[config.mk]
export PLATFORM = sky130hd
export DESIGN_NAME = magic_length_frame_deframer
export DESIGN_NICKNAME = d
export VERILOG_FILES = /design/src/rtl/mlfd_pkg.sv /design/src/rtl/mlfd_in_reg.sv /design/src/rtl/mlfd_core.sv /design/src/rtl/magic_length_frame_deframer.sv
export SDC_FILE = /design/constraint.sdc
export NUM_CORES = 1
export LEC_CHECK = 0
export BUFFER_PORTS_ARGS = -buffer_cell sky130_fd_sc_hd__buf_2
export CAP_MARGIN = 15
export CORE_MARGIN = 3
export CORE_UTILIZATION = 53
export CTS_CLUSTER_SIZE = 30
export DETAILED_ROUTE_END_ITERATION = 16
export GPL_TIMING_DRIVEN = 0
export PLACE_DENSITY = 0.81
export SLEW_MARGIN = 40
export SYNTH_ARGS = -nofsm -noshare
export SYNTH_HDL_FRONTEND = slang
export SYNTH_HIERARCHICAL = 1
export SYNTH_SLANG_ARGS = --single-unit
[constraint.sdc]
create_clock -name clk_i -period 6.1 [get_ports clk_i]
set_input_delay 1.22 -clock clk_i [delete_from_list [all_inputs] [get_ports clk_i]]
set_output_delay 1.22 -clock clk_i [all_outputs]
set_load 0.005 [all_outputs]
[src/rtl/mlfd_pkg.sv]
package mlfd_pkg;

  localparam int unsigned KEPT_BYTES_DEF = 24;

  // Payload bytes that any decoded message looks at.
  localparam int unsigned DECODE_BYTES = 24;

  localparam logic [7:0] MAGIC_BYTE = 8'hA6;
  localparam logic [7:0] TYPE_HELLO = 8'h02;
  localparam logic [7:0] TYPE_ACK   = 8'h03;
  localparam logic [7:0] TYPE_CHAN  = 8'h12;
  localparam logic [7:0] TYPE_BATCH = 8'h21;
  localparam logic [7:0] TYPE_STATS = 8'h31;

  localparam logic [15:0] HELLO_MIN_LEN = 16'd6;
  localparam logic [15:0] CHAN_MIN_LEN  = 16'd2;
  localparam logic [15:0] STATS_MIN_LEN = 16'd24;

  typedef enum logic [2:0] {
    PH_HUNT  = 3'd0,
    PH_TYPE  = 3'd1,
    PH_FLAGS = 3'd2,
    PH_SEQ   = 3'd3,
    PH_LENLO = 3'd4,
    PH_LENHI = 3'd5,
    PH_DATA  = 3'd6
  } phase_e;

  typedef enum logic [2:0] {
    KIND_HELLO = 3'd0,
    KIND_ACK   = 3'd1,
    KIND_CHAN  = 3'd2,
    KIND_STATS = 3'd3,
    KIND_BATCH = 3'd4
  } kind_e;

  typedef struct packed {
    kind_e       kind;
    logic [31:0] word_a;
    logic [31:0] word_b;
    logic [31:0] word_c;
    logic [31:0] word_d;
    logic [31:0] word_e;
    logic [31:0] word_f;
    logic [7:0]  batch_data;
    logic        batch_last;
  } result_t;

  typedef struct packed {
    logic    valid;
    result_t res;
  } decode_t;

  typedef logic [DECODE_BYTES-1:0][7:0] head_t;

  // Little-endian word from four consecutive head bytes.
  function automatic logic [31:0] head_word(head_t h, int unsigned off);
    head_word = {h[off+3], h[off+2], h[off+1], h[off]};
  endfunction

  function automatic decode_t decode(logic [7:0] mtype, logic [15:0] len, head_t h);
    decode_t r;
    r = '0;
    case (mtype)
      TYPE_HELLO: begin
        if (len >= HELLO_MIN_LEN) begin
          r.valid      = 1'b1;
          r.res.kind   = KIND_HELLO;
          r.res.word_a = {24'h0, h[0]};
          r.res.word_b = {24'h0, h[1]};
          r.res.word_c = head_word(h, 2);
        end
      end
      TYPE_ACK: begin
        r.valid    = 1'b1;
        r.res.kind = KIND_ACK;
      end
      TYPE_CHAN: begin
        if (len >= CHAN_MIN_LEN) begin
          r.valid      = 1'b1;
          r.res.kind   = KIND_CHAN;
          r.res.word_a = {24'h0, h[0]};
          r.res.word_b = {24'h0, h[1]};
        end
      end
      TYPE_STATS: begin
        if (len >= STATS_MIN_LEN) begin
          r.valid      = 1'b1;
          r.res.kind   = KIND_STATS;
          r.res.word_a = head_word(h, 0);
          r.res.word_b = head_word(h, 4);
          r.res.word_c = head_word(h, 8);
          r.res.word_d = head_word(h, 12);
          r.res.word_e = head_word(h, 16);
          r.res.word_f = head_word(h, 20);
        end
      end
      default: begin
        r = '0;
      end
    endcase
    return r;
  endfunction

endpackage

[src/rtl/mlfd_in_reg.sv]
module mlfd_in_reg (
  input  logic       clk_i,
  input  logic       rst_ni,
  input  logic       in_valid_i,
  output logic       in_ready_o,
  input  logic [7:0] in_byte_i,
  input  logic       in_resync_i,
  input  logic       advance_i,
  output logic       held_valid_o,
  output logic [7:0] held_byte_o,
  output logic       held_resync_o
);

  logic       valid_q, valid_d;
  logic [7:0] byte_q;
  logic       resync_q;
  logic       load;

  // The held word may be replaced in the same cycle it moves on.
  assign in_ready_o = !valid_q || advance_i;
  assign load       = in_valid_i && in_ready_o;

  always_comb begin
    valid_d = valid_q;
    if (load) begin
      valid_d = 1'b1;
    end else if (advance_i) begin
      valid_d = 1'b0;
    end
  end

  always_ff @(posedge clk_i or negedge rst_ni) begin
    if (!rst_ni) begin
      valid_q <= 1'b0;
    end else begin
      valid_q <= valid_d;
    end
  end

  always_ff @(posedge clk_i) begin
    if (load) begin
      byte_q   <= in_byte_i;
      resync_q <= in_resync_i;
    end
  end

  assign held_valid_o  = valid_q;
  assign held_byte_o   = byte_q;
  assign held_resync_o = resync_q;

endmodule

[src/rtl/mlfd_core.sv]
module mlfd_core #(
  parameter int unsigned KEPT_BYTES = mlfd_pkg::KEPT_BYTES_DEF
) (
  input  logic              clk_i,
  input  logic              rst_ni,
  input  logic              step_i,
  input  logic [7:0]        byte_i,
  input  logic              resync_i,
  output logic              res_valid_o,
  output mlfd_pkg::result_t res_o
);

  localparam int unsigned IdxW = $clog2(KEPT_BYTES);

  mlfd_pkg::phase_e phase_q, phase_d;
  logic [7:0]       type_q, type_d;
  logic [15:0]      len_q, len_d;
  logic [15:0]      idx_q, idx_d;
  logic [7:0]       head_q [KEPT_BYTES];

  logic [15:0]       idx_inc;
  logic [15:0]       len_full;
  logic              last;
  logic              in_data;
  logic              keep;
  mlfd_pkg::head_t   head_view;
  mlfd_pkg::decode_t dec;

  assign idx_inc  = idx_q + 16'd1;
  assign len_full = {byte_i, len_q[7:0]};
  assign last     = (idx_inc >= len_q);
  assign in_data  = (phase_q == mlfd_pkg::PH_DATA);
  assign keep     = in_data && (idx_q < 16'(KEPT_BYTES));

  // Next phase.
  always_comb begin
    phase_d = phase_q;
    if (resync_i) begin
      phase_d = mlfd_pkg::PH_HUNT;
    end else begin
      case (phase_q)
        mlfd_pkg::PH_TYPE:  phase_d = mlfd_pkg::PH_FLAGS;
        mlfd_pkg::PH_FLAGS: phase_d = mlfd_pkg::PH_SEQ;
        mlfd_pkg::PH_SEQ:   phase_d = mlfd_pkg::PH_LENLO;
        mlfd_pkg::PH_LENLO: phase_d = mlfd_pkg::PH_LENHI;
        mlfd_pkg::PH_LENHI: begin
          phase_d = (len_full == 16'd0) ? mlfd_pkg::PH_HUNT : mlfd_pkg::PH_DATA;
        end
        mlfd_pkg::PH_DATA: begin
          phase_d = last ? mlfd_pkg::PH_HUNT : mlfd_pkg::PH_DATA;
        end
        default: begin
          phase_d = (byte_i == mlfd_pkg::MAGIC_BYTE) ? mlfd_pkg::PH_TYPE
                                                      : mlfd_pkg::PH_HUNT;
        end
      endcase
    end
  end

  // Header fields and payload counter.
  always_comb begin
    type_d = type_q;
    len_d  = len_q;
    idx_d  = idx_q;
    if (resync_i) begin
      type_d = '0;
      len_d  = '0;
      idx_d  = '0;
    end else begin
      case (phase_q)
        mlfd_pkg::PH_TYPE:  type_d = byte_i;
        mlfd_pkg::PH_LENLO: len_d  = {8'h00, byte_i};
        mlfd_pkg::PH_LENHI: begin
          len_d = len_full;
          idx_d = '0;
        end
        mlfd_pkg::PH_DATA:  idx_d = idx_inc;
        default: begin
          type_d = type_q;
        end
      endcase
    end
  end

  // The byte being written this cycle is seen by the decoder at once.
  always_comb begin
    for (int i = 0; i < int'(mlfd_pkg::DECODE_BYTES); i++) begin
      head_view[i] = (keep && (idx_q[IdxW-1:0] == IdxW'(i))) ? byte_i : head_q[i];
    end
  end

  assign dec = mlfd_pkg::decode(type_q, len_d, head_view);

  // Result of this step.
  always_comb begin
    res_valid_o = 1'b0;
    res_o       = '0;
    if (!resync_i) begin
      case (phase_q)
        mlfd_pkg::PH_LENHI: begin
          if (len_full == 16'd0 && type_q != mlfd_pkg::TYPE_BATCH) begin
            res_valid_o = dec.valid;
            res_o       = dec.res;
          end
        end
        mlfd_pkg::PH_DATA: begin
          if (type_q == mlfd_pkg::TYPE_BATCH) begin
            res_valid_o      = 1'b1;
            res_o.kind       = mlfd_pkg::KIND_BATCH;
            res_o.batch_data = byte_i;
            res_o.batch_last = last;
          end else if (last) begin
            res_valid_o = dec.valid;
            res_o       = dec.res;
          end
        end
        default: begin
          res_valid_o = 1'b0;
        end
      endcase
    end
  end

  always_ff @(posedge clk_i or negedge rst_ni) begin
    if (!rst_ni) begin
      phase_q <= mlfd_pkg::PH_HUNT;
      type_q  <= '0;
      len_q   <= '0;
      idx_q   <= '0;
    end else if (step_i) begin
      phase_q <= phase_d;
      type_q  <= type_d;
      len_q   <= len_d;
      idx_q   <= idx_d;
    end
  end

  always_ff @(posedge clk_i) begin
    if (step_i && !resync_i && keep) begin
      head_q[idx_q[IdxW-1:0]] <= byte_i;
    end
  end

endmodule

[src/rtl/magic_length_frame_deframer.sv]
// Deframer for a serial byte stream of packets that start with the magic byte 0xA6,
// followed by type, flags, sequence, a little-endian 16-bit length and the payload.
// One byte word is taken every cycle while the result register is free or being emptied.
// A result is registered: an accepted byte waits in the input register, and the parser's
// state update for it, which is the single step that sets this rate, loads the result
// register when the byte moves on. Each accepted byte gives at most one result: a decoded
// hello, ack, channel state or statistics message on the last payload byte (on the length
// high byte if the length is zero), or one forwarded byte per batch payload byte.
// Setting tuser on an input word drops the parser back to hunting for the magic byte.
module magic_length_frame_deframer #(
  parameter int unsigned KEPT_BYTES = mlfd_pkg::KEPT_BYTES_DEF
) (
  input  logic         clk_i,
  input  logic         rst_ni,
  input  logic         s_axis_tvalid_i,
  output logic         s_axis_tready_o,
  input  logic [7:0]   s_axis_tdata_i,   // rx_byte
  input  logic         s_axis_tuser_i,   // resync
  output logic         m_axis_tvalid_o,
  input  logic         m_axis_tready_i,
  // word_a [31:0], word_b [63:32], word_c [95:64], word_d [127:96],
  // word_e [159:128], word_f [191:160], batch_data [199:192]
  output logic [199:0] m_axis_tdata_o,
  output logic [2:0]   m_axis_tuser_o,   // kind
  output logic         m_axis_tlast_o    // batch_last
);

  logic              held_valid;
  logic [7:0]        held_byte;
  logic              held_resync;
  logic              advance;
  logic              core_valid;
  mlfd_pkg::result_t core_res;

  logic              out_valid_q, out_valid_d;
  mlfd_pkg::result_t out_q;

  // A held byte moves on whenever the result register is free or being emptied.
  assign advance = held_valid && (!out_valid_q || m_axis_tready_i);

  mlfd_in_reg u_in_reg (
    .clk_i        (clk_i),
    .rst_ni       (rst_ni),
    .in_valid_i   (s_axis_tvalid_i),
    .in_ready_o   (s_axis_tready_o),
    .in_byte_i    (s_axis_tdata_i),
    .in_resync_i  (s_axis_tuser_i),
    .advance_i    (advance),
    .held_valid_o (held_valid),
    .held_byte_o  (held_byte),
    .held_resync_o(held_resync)
  );

  mlfd_core #(
    .KEPT_BYTES(KEPT_BYTES)
  ) u_core (
    .clk_i      (clk_i),
    .rst_ni     (rst_ni),
    .step_i     (advance),
    .byte_i     (held_byte),
    .resync_i   (held_resync),
    .res_valid_o(core_valid),
    .res_o      (core_res)
  );

  always_comb begin
    out_valid_d = out_valid_q;
    if (advance) begin
      out_valid_d = core_valid;
    end else if (m_axis_tready_i) begin
      out_valid_d = 1'b0;
    end
  end

  always_ff @(posedge clk_i or negedge rst_ni) begin
    if (!rst_ni) begin
      out_valid_q <= 1'b0;
    end else begin
      out_valid_q <= out_valid_d;
    end
  end

  always_ff @(posedge clk_i) begin
    if (advance && core_valid) begin
      out_q <= core_res;
    end
  end

  assign m_axis_tvalid_o = out_valid_q;
  assign m_axis_tdata_o  = {out_q.batch_data, out_q.word_f, out_q.word_e, out_q.word_d,
                            out_q.word_c, out_q.word_b, out_q.word_a};
  assign m_axis_tuser_o  = out_q.kind;
  assign m_axis_tlast_o  = out_q.batch_last;

endmodule
==> impl_metrics.json <==
{
  "status": "completed",
  "final_layout_size_suffix_gt1_share_pct": 23.1,
  "critPathLaunchType": "register",
  "drtIter0Drc": 1546,
  "hold_viol_final": 0,
  "dp.cells": 2083,
  "clk_latency_ps": 560,
  "hpwl_um": 35600,
  "clk_pin_slew_ps": 60,
  "cts_tree": "built",
  "drv_cap": 0,
  "clock_sinks": 450,
  "reg2reg_slack_ps": 1180,
  "drt-total-wl_um": 51400,
  "coreArea_um2": 35900,
  "yosysUniqueCellTypes": 73,
  "drt-vias-per-instance": 6.05,
  "grt_use_total_pct": 25.9,
  "root_buffer": "clkbuf_16",
  "rsz0062_at_grt": "no",
  "synth_area_leaders": "edfxtp_1, mux2i_1, dfrtp_1, nor3_1, o22a_1",
  "max_slew.worst_pin.slew_ps": 934,
  "drt-pass1-iter-count": 6,
  "postCtsSetupBuffers": 0,
  "grt_pass1_vias": 13000,
  "drc": 0,
  "die_h_um": 198,
  "timing.final.crit_period_ps": 4920,
  "skew_ps": 27.4,
  "cp-end-kind": "register",
  "slowest_stage": "buf_1",
  "synth_top_area_share_pct": 62.3,
  "yosysSeqAreaShare_pct": 68.1,
  "yosysTopAreaCell": "edfxtp_1",
  "ios": 219,
  "post-layout-total-power_w": 0.00618,
  "crit_path_max_incr_delay_ps": 560,
  "num_vias": 13100,
  "gp_congestion": 0.927,
  "setup_violations": 0,
  "hold_buffers": 0,
  "cp.required_ps": 6340,
  "synthFlopType": "edfxtp_1",
  "synth.cell_area_um2": 19500,
  "leakage_nw": 8.41,
  "hold_path_class": "reg -> reg",
  "period_share_pct": 80.6,
  "syn_avg_cell_area_um2": 14.2,
  "wire_per_inst_um": 23.7,
  "place_area_um2": 21600,
  "tns_ps": 0,
  "cp.buffers_inverters": 6,
  "numCtsBuffers": 45,
  "crit_fanout": 25,
  "async_flop_share_pct": 10.0,
  "fmax_mhz": 203,
  "ant_nets": 0,
  "stdcell_area_um2": 23000,
  "yosys_warnings": 6,
  "cts_resized": 0,
  "die_x_um": 198,
  "slew_viol_final": 0,
  "path_cells": "ha_1, buf_1, and3_1, ha_1, inv_1, ha_1, o21a_1, o2111ai_1, a31oi_1, o311a_1, o41ai_1, a21oi_1, nand2_1, nor2b_4, buf_8, buf_8, buf_16, buf_8",
  "dp_slack_ps": 1320,
  "power_density_nw_per_um2": 268,
  "synth-edff-count": 405,
  "worstPathArrival_ps": 5160,
  "fp.dieArea_um2": 39100,
  "overflow": 0,
  "syn_inst": 1378,
  "io_buffers": 218,
  "antenna_found_initial": 0,
  "clk_path_buf_depth": 3,
  "antenna-diode-count": 0,
  "criticalPathCategory": "reg -> reg",
  "start_util_pct": 54.3,
  "nets": 1703,
  "fin_cells": 2166,
  "synth_nets": 1412,
  "area_growth_pct": 17.9,
  "layout_setup_ws_ps": 1180,
  "htreeDepth": 2,
  "grt_first_pass_wirelength_um": 77100,
  "slew-limit-headroom_pct": 37.7,
  "placementRows": 69,
  "grt_max_degree": 46,
  "max-vdd-ir-drop_mv": 0.179,
  "crit_family": "buffers and inverters",
  "ys_ff_latch": 450
}
## worst register-to-register path: stages, from the launching register on
cell       delay, ps
dfrtp_1          470
ha_1             280
buf_1            560
and3_1           250
ha_1             250
inv_1            100
ha_1             180
o21a_1           130
o2111ai_1        120
a31oi_1          320
o311a_1          270
o41ai_1          100
a21oi_1          220
nand2_1          150
nor2b_4          300
buf_8            240
buf_8            230
buf_16           200
buf_8            230
## Yosys cell counts (all sizes together) (10+ instances only)
library cell    n
mux2i         192
edfxtp        405
o21ai          27
buf            48
nand2          50
a31oi          10
o31ai          10
dfrtp          45
a21oi          12
o22a           40
nand3          35
inv            23
nor2           91
o22ai          14
ha             21
and2           16
nor3          163
clkbuf         59
## placed cells by master, fill, tap and decap left out, types with 12 or more instances in the layout
| master | netlist | final |
|---|---|---|
| inv_1 | 23 | 23 |
| buf_6 | 0 | 12 |
| o22a_1 | 40 | 40 |
| ha_1 | 21 | 21 |
| nand2_1 | 41 | 41 |
| clkbuf_16 | 0 | 46 |
| nor2_1 | 91 | 90 |
| a21oi_1 | 12 | 12 |
| mux2i_1 | 192 | 192 |
| nand3_1 | 26 | 26 |
| o21ai_0 | 24 | 24 |
| nor3_1 | 162 | 162 |
| and2_1 | 14 | 14 |
| edfxtp_1 | 405 | 405 |
| clkbuf_1 | 59 | 61 |
| o22ai_1 | 14 | 14 |
| buf_2 | 38 | 255 |
| dfrtp_1 | 45 | 45 |
## through the flow
step | hold slack (ps) | util (%)
3_5_place_dp | 477 | 60.1
6_report | 496 | 64.1
3_3_place_gp | 466 | 59.0
5_1_grt | 505 | 64.1
2_1_floorplan | 450 | -
4_1_cts | 490 | 64.0
## final timing paths
check | from | end | cells after the start
max | u_core/idx_q[0] | m_axis_tdata_o[110] | 18
max reg2reg | u_core/idx_q[0] | m_axis_tdata_o[110] | 18
min reg2reg | u_core/type_q[6] | u_core/type_q[6] | 2
min | u_core/type_q[6] | u_core/type_q[6] | 2
max in group asynchronous | rst_ni | u_core/type_q[1] | 1
min in group asynchronous | rst_ni | u_in_reg/held_valid_o | 1
## where the power goes
part           internal [W]  total (W)  switching [W]
clock network       0.00148    0.00263        0.00116
logic             0.0000392   0.000174       0.000135
registers           0.00335    0.00337      0.0000160
## cell families (layout without fill, tap and decap cells)
family	after synthesis	after routing	synth area share (%)
buf+inv	131	458	2.80
mux	192	192	9.85
xor+xnor	13	13	0.584
compound gates	155	155	5.92
fa+ha+maj	22	22	1.40
flops	450	450	68.1
simple gates	415	415	11.3
## state kept, by name, summed over array words and instances (netlist names), 3 cells and up
register / count
m_axis_tdata_o: 200
u_core/head_q: 192
u_core/idx_q: 16
u_core/len_q: 16
u_core/type_q: 8
u_in_reg/held_byte_o: 8
m_axis_tuser_o: 3
u_core/phase_q: 3
## cell type report
type | count | area (um^2)
Clock inverter | 30 | 231
Clock buffer | 53 | 1180
Buffer | 107 | 463
Sequential cell | 450 | 13300
Inverter | 24 | 90.1
Tap cell | 461 | 577
Multi-Input combinational cell | 797 | 5690
Timing Repair Buffer | 244 | 1490
Fill cell | 2597 | 12900
## per-layer routing
metal  track usage [%]  wire length [um]  up-vias
li1                  -                 -     5848
met1              35.5             20300     6409
met2              42.5             24600      724
met3              4.92              4920      126
met4              7.92              1660        0
met5                 0                 0        -
(Power assumes the default switching activity.)
